<file path="src/sv/spg_pkg.sv">
// ----------------------------------------------------------------------------
// Swap permutation generator package
// Sizes, operation codes, microcode types and the control and status
// structs shared by the sequencer, the datapath and the top level.
// ----------------------------------------------------------------------------
package spg_pkg;

	localparam int MAX_ELEMS  = 8;
	localparam int ELEM_WIDTH = 16;

	localparam int IDX_W = (MAX_ELEMS > 1) ? $clog2(MAX_ELEMS) : 1;
	localparam int NUM_W = $clog2(MAX_ELEMS + 1);

	localparam int CNT_W     = 4;
	localparam int SLOT_W    = 3;
	localparam int VALUE_W   = 16;
	localparam int POS_W     = 3;
	localparam int OP_W      = 2;
	localparam int S_TDATA_W = 24;
	localparam int M_TDATA_W = 24;
	localparam int M_PAD_W   = M_TDATA_W - VALUE_W - POS_W;

	localparam logic [CNT_W-1:0] ELEM_COUNT_RESET = 4'd3;

	localparam int APB_ADDR_W = 3;
	localparam int APB_DATA_W = 32;
	localparam logic REG_ELEM_COUNT = 1'b0;

	localparam logic [OP_W-1:0] OP_LOAD    = 2'd0;
	localparam logic [OP_W-1:0] OP_NEXT    = 2'd1;
	localparam logic [OP_W-1:0] OP_RESTART = 2'd2;

	localparam int PROG_LEN = 8;
	localparam int PC_W     = $clog2(PROG_LEN);

	typedef enum logic [2:0] {
		ACT_NONE,
		ACT_ACCEPT,
		ACT_SCAN_INIT,
		ACT_DEC,
		ACT_BUMP,
		ACT_WRAP,
		ACT_COPY,
		ACT_EMIT
	} act_t;

	typedef enum logic [2:0] {
		COND_NEVER,
		COND_ALWAYS,
		COND_NOT_EMIT_CMD,
		COND_NOT_STARTED,
		COND_SK_ZERO,
		COND_CANT_BUMP,
		COND_EMIT_MORE
	} cond_t;

	typedef struct packed {
		act_t            act;
		cond_t           cond;
		logic [PC_W-1:0] target;
	} ctrl_t;

	typedef struct packed {
		logic emit_cmd;
		logic started;
		logic sk_zero;
		logic can_bump;
		logic last_taken;
	} stat_t;

endpackage

</file>
<file path="src/sv/spg_sequencer.sv">
// ----------------------------------------------------------------------------
// Swap permutation generator microcode sequencer
// Step counter over a read-only control program with one conditional jump
// per control word.
// ----------------------------------------------------------------------------
module spg_sequencer import spg_pkg::*; (
	input  logic  clk,
	input  logic  arst_n,
	input  stat_t stat,
	output ctrl_t ctrl
);

	localparam logic [PC_W-1:0] STEP_WAIT  = 3'd0;
	localparam logic [PC_W-1:0] STEP_SCAN  = 3'd2;
	localparam logic [PC_W-1:0] STEP_WRAP  = 3'd5;
	localparam logic [PC_W-1:0] STEP_COPY  = 3'd6;
	localparam logic [PC_W-1:0] STEP_EMIT  = 3'd7;

	localparam ctrl_t PROGRAM [PROG_LEN] = '{
		'{ACT_ACCEPT,    COND_NOT_EMIT_CMD, STEP_WAIT},
		'{ACT_SCAN_INIT, COND_NOT_STARTED,  STEP_WRAP},
		'{ACT_DEC,       COND_SK_ZERO,      STEP_WRAP},
		'{ACT_NONE,      COND_CANT_BUMP,    STEP_SCAN},
		'{ACT_BUMP,      COND_ALWAYS,       STEP_COPY},
		'{ACT_WRAP,      COND_NEVER,        STEP_COPY},
		'{ACT_COPY,      COND_NEVER,        STEP_EMIT},
		'{ACT_EMIT,      COND_EMIT_MORE,    STEP_EMIT}
	};

	logic [PC_W-1:0] pc_q;
	logic [PC_W-1:0] pc_next;
	logic            take;

	always_comb begin
		ctrl = PROGRAM[pc_q];
		case (ctrl.cond)
			COND_NEVER:        take = 1'b0;
			COND_ALWAYS:       take = 1'b1;
			COND_NOT_EMIT_CMD: take = !stat.emit_cmd;
			COND_NOT_STARTED:  take = !stat.started;
			COND_SK_ZERO:      take = stat.sk_zero;
			COND_CANT_BUMP:    take = !stat.can_bump;
			COND_EMIT_MORE:    take = !stat.last_taken;
			default:           take = 1'b0;
		endcase
		if (take) begin
			pc_next = ctrl.target;
		end else if (pc_q == PC_W'(PROG_LEN - 1)) begin
			pc_next = STEP_WAIT;
		end else begin
			pc_next = pc_q + 1'b1;
		end
	end

	always_ff @(posedge clk or negedge arst_n) begin
		if (!arst_n) begin
			pc_q <= STEP_WAIT;
		end else begin
			pc_q <= pc_next;
		end
	end

endmodule

</file>
<file path="src/sv/spg_datapath.sv">
// ----------------------------------------------------------------------------
// Swap permutation generator datapath
// Element store, choice stack, scan and beat counters and the work row that
// applies the swaps one position per beat while the results stream out.
// ----------------------------------------------------------------------------
module spg_datapath import spg_pkg::*; (
	input  logic                 clk,
	input  logic                 arst_n,
	input  ctrl_t                ctrl,
	output stat_t                stat,
	input  logic [CNT_W-1:0]     elem_count,
	input  logic                 cfg_wr,
	input  logic                 s_tvalid,
	output logic                 s_tready,
	input  logic [OP_W-1:0]      s_tuser,
	input  logic [S_TDATA_W-1:0] s_tdata,
	output logic                 m_tvalid,
	input  logic                 m_tready,
	output logic [M_TDATA_W-1:0] m_tdata,
	output logic                 m_tlast,
	output logic                 m_tuser
);

	logic [ELEM_WIDTH-1:0] store_q [MAX_ELEMS];
	logic [ELEM_WIDTH-1:0] work_q  [MAX_ELEMS];
	logic [IDX_W-1:0]      cs_q    [MAX_ELEMS];
	logic                  started_q;
	logic [IDX_W-1:0]      sk_q;
	logic [IDX_W-1:0]      pk_q;

	logic [NUM_W-1:0]   n_act;
	logic [IDX_W-1:0]   n_m1;
	logic [OP_W-1:0]    op;
	logic [SLOT_W-1:0]  slot;
	logic [VALUE_W-1:0] value;
	logic               in_fire;
	logic               m_fire;
	logic               last;
	logic               fin;
	logic [IDX_W-1:0]   cur_j;
	logic [IDX_W-1:0]   d_sel;
	logic [POS_W-1:0]   position;
	logic [VALUE_W-1:0] elem_value;

	assign op    = s_tuser;
	assign slot  = s_tdata[SLOT_W-1:0];
	assign value = s_tdata[SLOT_W+VALUE_W-1:SLOT_W];

	assign s_tready = (ctrl.act == ACT_ACCEPT);
	assign in_fire  = s_tvalid && s_tready;
	assign m_tvalid = (ctrl.act == ACT_EMIT);
	assign m_fire   = m_tvalid && m_tready;

	always_comb begin
		if (elem_count == '0) begin
			n_act = NUM_W'(1);
		end else if (int'(elem_count) > MAX_ELEMS) begin
			n_act = NUM_W'(MAX_ELEMS);
		end else begin
			n_act = NUM_W'(elem_count);
		end
	end

	assign n_m1 = IDX_W'(n_act - 1'b1);
	assign last = (pk_q == n_m1);

	always_comb begin
		fin = 1'b1;
		for (int k = 0; k < MAX_ELEMS - 1; k++) begin
			if ((k + 1 < int'(n_act)) && (cs_q[k] != n_m1)) begin
				fin = 1'b0;
			end
		end
	end

	always_comb begin
		cur_j = cs_q[pk_q];
		if (last || (NUM_W'(cur_j) >= n_act) || (cur_j < pk_q)) begin
			d_sel = '0;
		end else begin
			d_sel = cur_j - pk_q;
		end
	end

	assign elem_value = VALUE_W'(work_q[d_sel]);
	assign position   = POS_W'(pk_q);
	assign m_tdata    = {{M_PAD_W{1'b0}}, position, elem_value};
	assign m_tlast    = last;
	assign m_tuser    = fin;

	assign stat.emit_cmd   = in_fire && (op == OP_NEXT);
	assign stat.started    = started_q;
	assign stat.sk_zero    = (sk_q == '0);
	assign stat.can_bump   = ((NUM_W'(cs_q[sk_q]) + 1'b1) < n_act);
	assign stat.last_taken = m_fire && last;

	always_ff @(posedge clk or negedge arst_n) begin
		if (!arst_n) begin
			for (int k = 0; k < MAX_ELEMS; k++) begin
				store_q[k] <= '0;
				cs_q[k]    <= '0;
			end
			started_q <= 1'b0;
			sk_q      <= '0;
			pk_q      <= '0;
		end else begin
			if (in_fire && (op == OP_LOAD) && (int'(slot) < MAX_ELEMS)) begin
				store_q[IDX_W'(slot)] <= ELEM_WIDTH'(value);
			end
			if (cfg_wr || (in_fire && ((op == OP_LOAD) || (op == OP_RESTART)))) begin
				started_q <= 1'b0;
			end else if (ctrl.act == ACT_WRAP) begin
				started_q <= 1'b1;
			end
			case (ctrl.act)
				ACT_SCAN_INIT: begin
					sk_q <= n_m1;
				end
				ACT_DEC: begin
					sk_q <= sk_q - 1'b1;
				end
				ACT_BUMP: begin
					for (int k = 0; k < MAX_ELEMS; k++) begin
						if (IDX_W'(k) == sk_q) begin
							cs_q[k] <= cs_q[k] + 1'b1;
						end else if ((IDX_W'(k) > sk_q) && (k < int'(n_act))) begin
							cs_q[k] <= IDX_W'(k);
						end
					end
				end
				ACT_WRAP: begin
					for (int k = 0; k < MAX_ELEMS; k++) begin
						if (k < int'(n_act)) begin
							cs_q[k] <= IDX_W'(k);
						end
					end
				end
				ACT_COPY: begin
					pk_q <= '0;
				end
				ACT_EMIT: begin
					if (m_fire) begin
						pk_q <= pk_q + 1'b1;
					end
				end
				default: begin
				end
			endcase
		end
	end

	// Position pk is final once it has been swapped, so the row shifts toward
	// its head after each beat and the old head element moves into the partner's gap.
	always_ff @(posedge clk) begin
		if (ctrl.act == ACT_COPY) begin
			work_q <= store_q;
		end else if (m_fire) begin
			for (int i = 0; i < MAX_ELEMS - 1; i++) begin
				if (IDX_W'(i + 1) == d_sel) begin
					work_q[i] <= work_q[0];
				end else begin
					work_q[i] <= work_q[i + 1];
				end
			end
		end
	end

endmodule

</file>
<file path="src/sv/swap_permutation_generator_core.sv">
// ----------------------------------------------------------------------------
// Swap permutation generator core
// Load and restart beats are taken while the sequencer waits. A next beat
// has the sequencer scan L stack levels (at most n-1), then gives n
// result beats, one per cycle without backpressure; a scan that wraps to the
// first order also runs the wrap step. One item at a time.
// Asynchronous active-low reset clears the store and the choice stack to
// zero and sets elem_count to 3; the first next beat gives the first order.
// ----------------------------------------------------------------------------
module swap_permutation_generator_core import spg_pkg::*; (
	input  logic                  clk,
	input  logic                  arst_n,
	input  logic                  psel,
	input  logic                  penable,
	input  logic                  pwrite,
	input  logic [APB_ADDR_W-1:0] paddr,
	input  logic [APB_DATA_W-1:0] pwdata,
	output logic [APB_DATA_W-1:0] prdata,
	output logic                  pready,
	input  logic                  s_tvalid,
	output logic                  s_tready,
	input  logic [OP_W-1:0]       s_tuser,  // op
	input  logic [S_TDATA_W-1:0]  s_tdata,  // slot, value, zero pad
	output logic                  m_tvalid,
	input  logic                  m_tready,
	output logic [M_TDATA_W-1:0]  m_tdata,  // elem_value, position, zero pad
	output logic                  m_tlast,  // last_in_perm
	output logic                  m_tuser   // final_perm
);

	logic [CNT_W-1:0] elem_count_q;
	logic             cfg_wr;
	ctrl_t            ctrl;
	stat_t            stat;

	assign pready = 1'b1;
	assign cfg_wr = psel && penable && pwrite && pready && (paddr[2] == REG_ELEM_COUNT);

	always_ff @(posedge clk or negedge arst_n) begin
		if (!arst_n) begin
			elem_count_q <= ELEM_COUNT_RESET;
		end else if (cfg_wr) begin
			elem_count_q <= pwdata[CNT_W-1:0];
		end
	end

	assign prdata = (paddr[2] == REG_ELEM_COUNT) ? APB_DATA_W'(elem_count_q) : '0;

	spg_sequencer u_seq (
		.clk    (clk),
		.arst_n (arst_n),
		.stat   (stat),
		.ctrl   (ctrl)
	);

	spg_datapath u_dp (
		.clk        (clk),
		.arst_n     (arst_n),
		.ctrl       (ctrl),
		.stat       (stat),
		.elem_count (elem_count_q),
		.cfg_wr     (cfg_wr),
		.s_tvalid   (s_tvalid),
		.s_tready   (s_tready),
		.s_tuser    (s_tuser),
		.s_tdata    (s_tdata),
		.m_tvalid   (m_tvalid),
		.m_tready   (m_tready),
		.m_tdata    (m_tdata),
		.m_tlast    (m_tlast),
		.m_tuser    (m_tuser)
	);

endmodule

</file>
<file path="config.mk">
export PLATFORM = sky130hd
export DESIGN_NAME = swap_permutation_generator_core
export DESIGN_NICKNAME = d
export VERILOG_FILES = /design/src/sv/spg_pkg.sv /design/src/sv/spg_sequencer.sv /design/src/sv/spg_datapath.sv /design/src/sv/swap_permutation_generator_core.sv
export SDC_FILE = /design/constraint.sdc
export NUM_CORES = 1
export LEC_CHECK = 0
export BUFFER_PORTS_ARGS = -buffer_cell sky130_fd_sc_hd__buf_2
export CAP_MARGIN = 20
export CORE_ASPECT_RATIO = 0.9
export CORE_MARGIN = 2
export CORE_UTILIZATION = 50
export CTS_CLUSTER_SIZE = 16
export DETAILED_ROUTE_END_ITERATION = 8
export PLACE_DENSITY_LB_ADDON = 0.1
export REMOVE_ABC_BUFFERS = 1
export SYNTH_ARGS = -nofsm -noshare
export SYNTH_HDL_FRONTEND = slang
export SYNTH_SLANG_ARGS = --single-unit
</file>
<file path="constraint.sdc">
create_clock -name clk -period 10 [get_ports clk]
set_input_delay 1.5 -clock clk [delete_from_list [all_inputs] [get_ports clk]]
set_output_delay 1.5 -clock clk [all_outputs]
set_load 0.05 [all_outputs]
</file>
==> results by group <==
Clocking
  • CTS Buffer Depth: 3
  • Post-cts resize count: 0
  • Clock Latency Late Sink: 0.53 ns
  • CTS H-tree lvls: 2
  • CTS buffer count: 34
  • Hold buffers post-CTS: 0
  • CTS tree: built
  • CTS root buf: clkbuf_16
  • Clock Pin Slew Worst Setup and Hold Paths: 0.06 ns
  • Clock Sinks: 294
  • Number of post-CTS setup repair buffers: 0

Power and ir drop
  • Worst vdd rail ir drop: 0.233 mV
  • Pleak: 0.00753 µW
  • P per Cell Area: 396 nW/µm²

Place
  • Gpl congestion: 0.906
  • Hpwl dp: 26.8 mm
  • Cells after DPL: 1928
  • Setup WS pre-CTS: 3.38 ns
  • Port-buffer cells: 59

Synthesis
  • Synth cell count leaders: dfrtp_1 (164), mux2_2 (163), o21ai_0 (160)
  • Number of synthesized flops with an enable pin: 128
  • Largest area contributor in the netlist: dfrtp_1
  • Mapped Area: 16400 µm²
  • Top cells by area, synth: dfrtp_1 (25%), edfxtp_1 (24%), mux2_2 (11%)
  • Yosys top cell area share: 0.251
  • Top-count cell post-synth: dfrtp_1
  • Synthesized netlist cell count: 1547
  • Syn. warnings: 0
  • Distinct cells, synth: 85
  • Top FF cell, synth: dfrtp_1
  • FFs w/ async S/R, synth: 0.565
  • Post-synthesis sequential element count: 294
  • Post-Syn Area per Cell: 10.6 µm²
  • Post-synthesis sequential area ratio: 0.489

Global route
  • First-pass GRT wire length: 73.1 mm
  • Initial antenna violation count: 1
  • GR Util All Layers: 0.281
  • Total congestion overflow: 0
  • Vias in the first global route: 12099
  • Largest net degree at the start of global routing: 98

Worst setup path
  • WP data arrival: 5.72 ns
  • CP startpoint kind: flop
  • CP required: 8.50 ns
  • Worst setup EP type: output port
  • Critical path type: reg2out
  • Reg2reg path depth: 9
  • Reg2reg setup slack: 5.05 ns
  • CP max FO: 72

Layout
  • Final nets: 1649
  • Area grow syn2layout: 8.91%
  • Post-Layout Cell Count: 1992
  • Layout cells sized above 1: 0.217
  • Util after Layout: 0.556

Floorplan
  • Die Y: 176 µm
  • Die Area: 34200 µm²
  • Initial Util: 0.510
  • DIE WIDTH: 195 µm
  • Top-Level Pins: 129
  • Core Box Area: 32000 µm²
  • Row cnt: 62

STA
  • Max frequency: 139 MHz
  • Crit share post-route: 0.722
  • Hold Vio Cnt, Final: 0
  • Final Max Tran Viols: 0
  • Final setup violating endpoints: 0
  • RSZ-0062 raised after global routing: no
  • Final Skew: 0.0321 ns
  • Worst slew margin: 0.205
  • Final min period: 7.22 ns
  • Measured slew at the worst slew-check pin: 1.19 ns
  • Final WS setup: 2.78 ns
  • Setup TNS: 0 ns

Worst hold path
  • Hold Path Class: reg2reg
  • Hold depth: 0

Routing
  • Post-DR vias/cell: 6.38
  • Routed wire per std cell: 24.0 µm
  • Vias: 12714
  • Starting DRT DRC Count: 1430
  • DR pass1 iterations: 7
  • WL final: 47.8 mm
  • DRC violations left: 0
  • Antenna viol nets, final: 0

Status
  • Status: completed

Job
  • Max Cap Violations: 0
per-layer routing:
| metal | part of all wire | vias up | global-route usage |
|---|---|---|---|
| met3 | 0.099 | 73 | 0.0509 |
| met2 | 0.43 | 626 | 0.421 |
| li1 | - | 5704 | - |
| met4 | 0.019 | 0 | 0.0728 |
| met1 | 0.45 | 6311 | 0.420 |
| met5 | 0 | - | 0 |
layout by cell type (no fill, tap or decap), drive strengths merged, types with 34 or more instances in the layout:
cell	instances
mux2	168
clkbuf	55
nor2	123
buf	87
a21oi	128
edfxtp	128
nand2	103
o21ai	161
a31oi	99
dfrtp	164
conb	34
area by class of cell:
class / instances / area (µm²)
clock buffers: 55 / 1000
inverters: 30 / 118
diodes: 1 / 2.50
clock inverters: 7 / 52.6
well taps: 416 / 520
multi-input cells: 1102 / 7590
fillers: 2803 / 14200
flip-flops and latches: 294 / 8000
repair buffers: 87 / 532
state kept, by name (all words and copies together), names as in the netlist:
| register | flops |
|---|---|
| u_dp.work_q | 128 |
| u_dp.cs_q | 24 |
| u_dp.pk_q | 3 |
| u_seq.pc_q | 3 |
| u_dp.started_q | 1 |
| elem_count_q | 4 |
| u_dp.store_q | 128 |
| u_dp.sk_q | 3 |
through the flow:
| step | power [µW] | instance area, µm² | hold WS [ns] |
|---|---|---|---|
| 6_report | 7050 | 17800 | 0.437 |
| 5_1_grt | 7480 | 17800 | 0.449 |
| 4_1_cts | 7010 | 17800 | 0.439 |
| 3_5_place_dp | 5810 | 16700 | 0.426 |
| 3_3_place_gp | 5760 | 16700 | 0.424 |
| 2_1_floorplan | 4830 | 15600 | 0.419 |
worst max-delay path, stage by stage, from the launching register on:
cell and delay [ns]:
dfrtp_1 0.74, clkinv_1 0.44, nand2_1 0.33, ha_1 0.57, xnor3_1 0.45, or3_4 0.58, inv_4 0.52, buf_4 0.65
o21ai_0 0.19, a32oi_1 0.35, buf_2 0.33
kinds of logic (layout without fill, tap and decap cells):
family / count (synthesis) / in the layout / share of synthesized area
flops: 294 / 294 / 0.489
xor+xnor: 16 / 16 / 0.0119
compound gates: 490 / 490 / 0.181
buf+inv: 183 / 179 / 0.0578
simple gates: 342 / 342 / 0.100
mux: 188 / 188 / 0.134
other cells: 2 / 35 / 0.000459
fa+ha+maj: 32 / 32 / 0.0249
power by group:
group / total (µW) / switching, µW / internal, µW / leakage [µW]
clock: 1180 / 495 / 687 / 0.000515
combinational: 3630 / 2450 / 1180 / 0.00360
sequential: 2240 / 359 / 1880 / 0.00341
total: 7050 / 3300 / 3750 / 0.00753
final timing paths:
path	from	endpoint
max	elem_count_q[3]	m_tdata[3]
min	u_dp.store_q[13]	u_dp.work_q[13]
max reg2reg	elem_count_q[3]	u_dp.work_q[107]
min reg2reg	u_dp.store_q[13]	u_dp.work_q[13]
max in group asynchronous	arst_n	u_dp.store_q[23]
min in group asynchronous	arst_n	u_dp.started_q
Power figures use the tool's default switching activity.
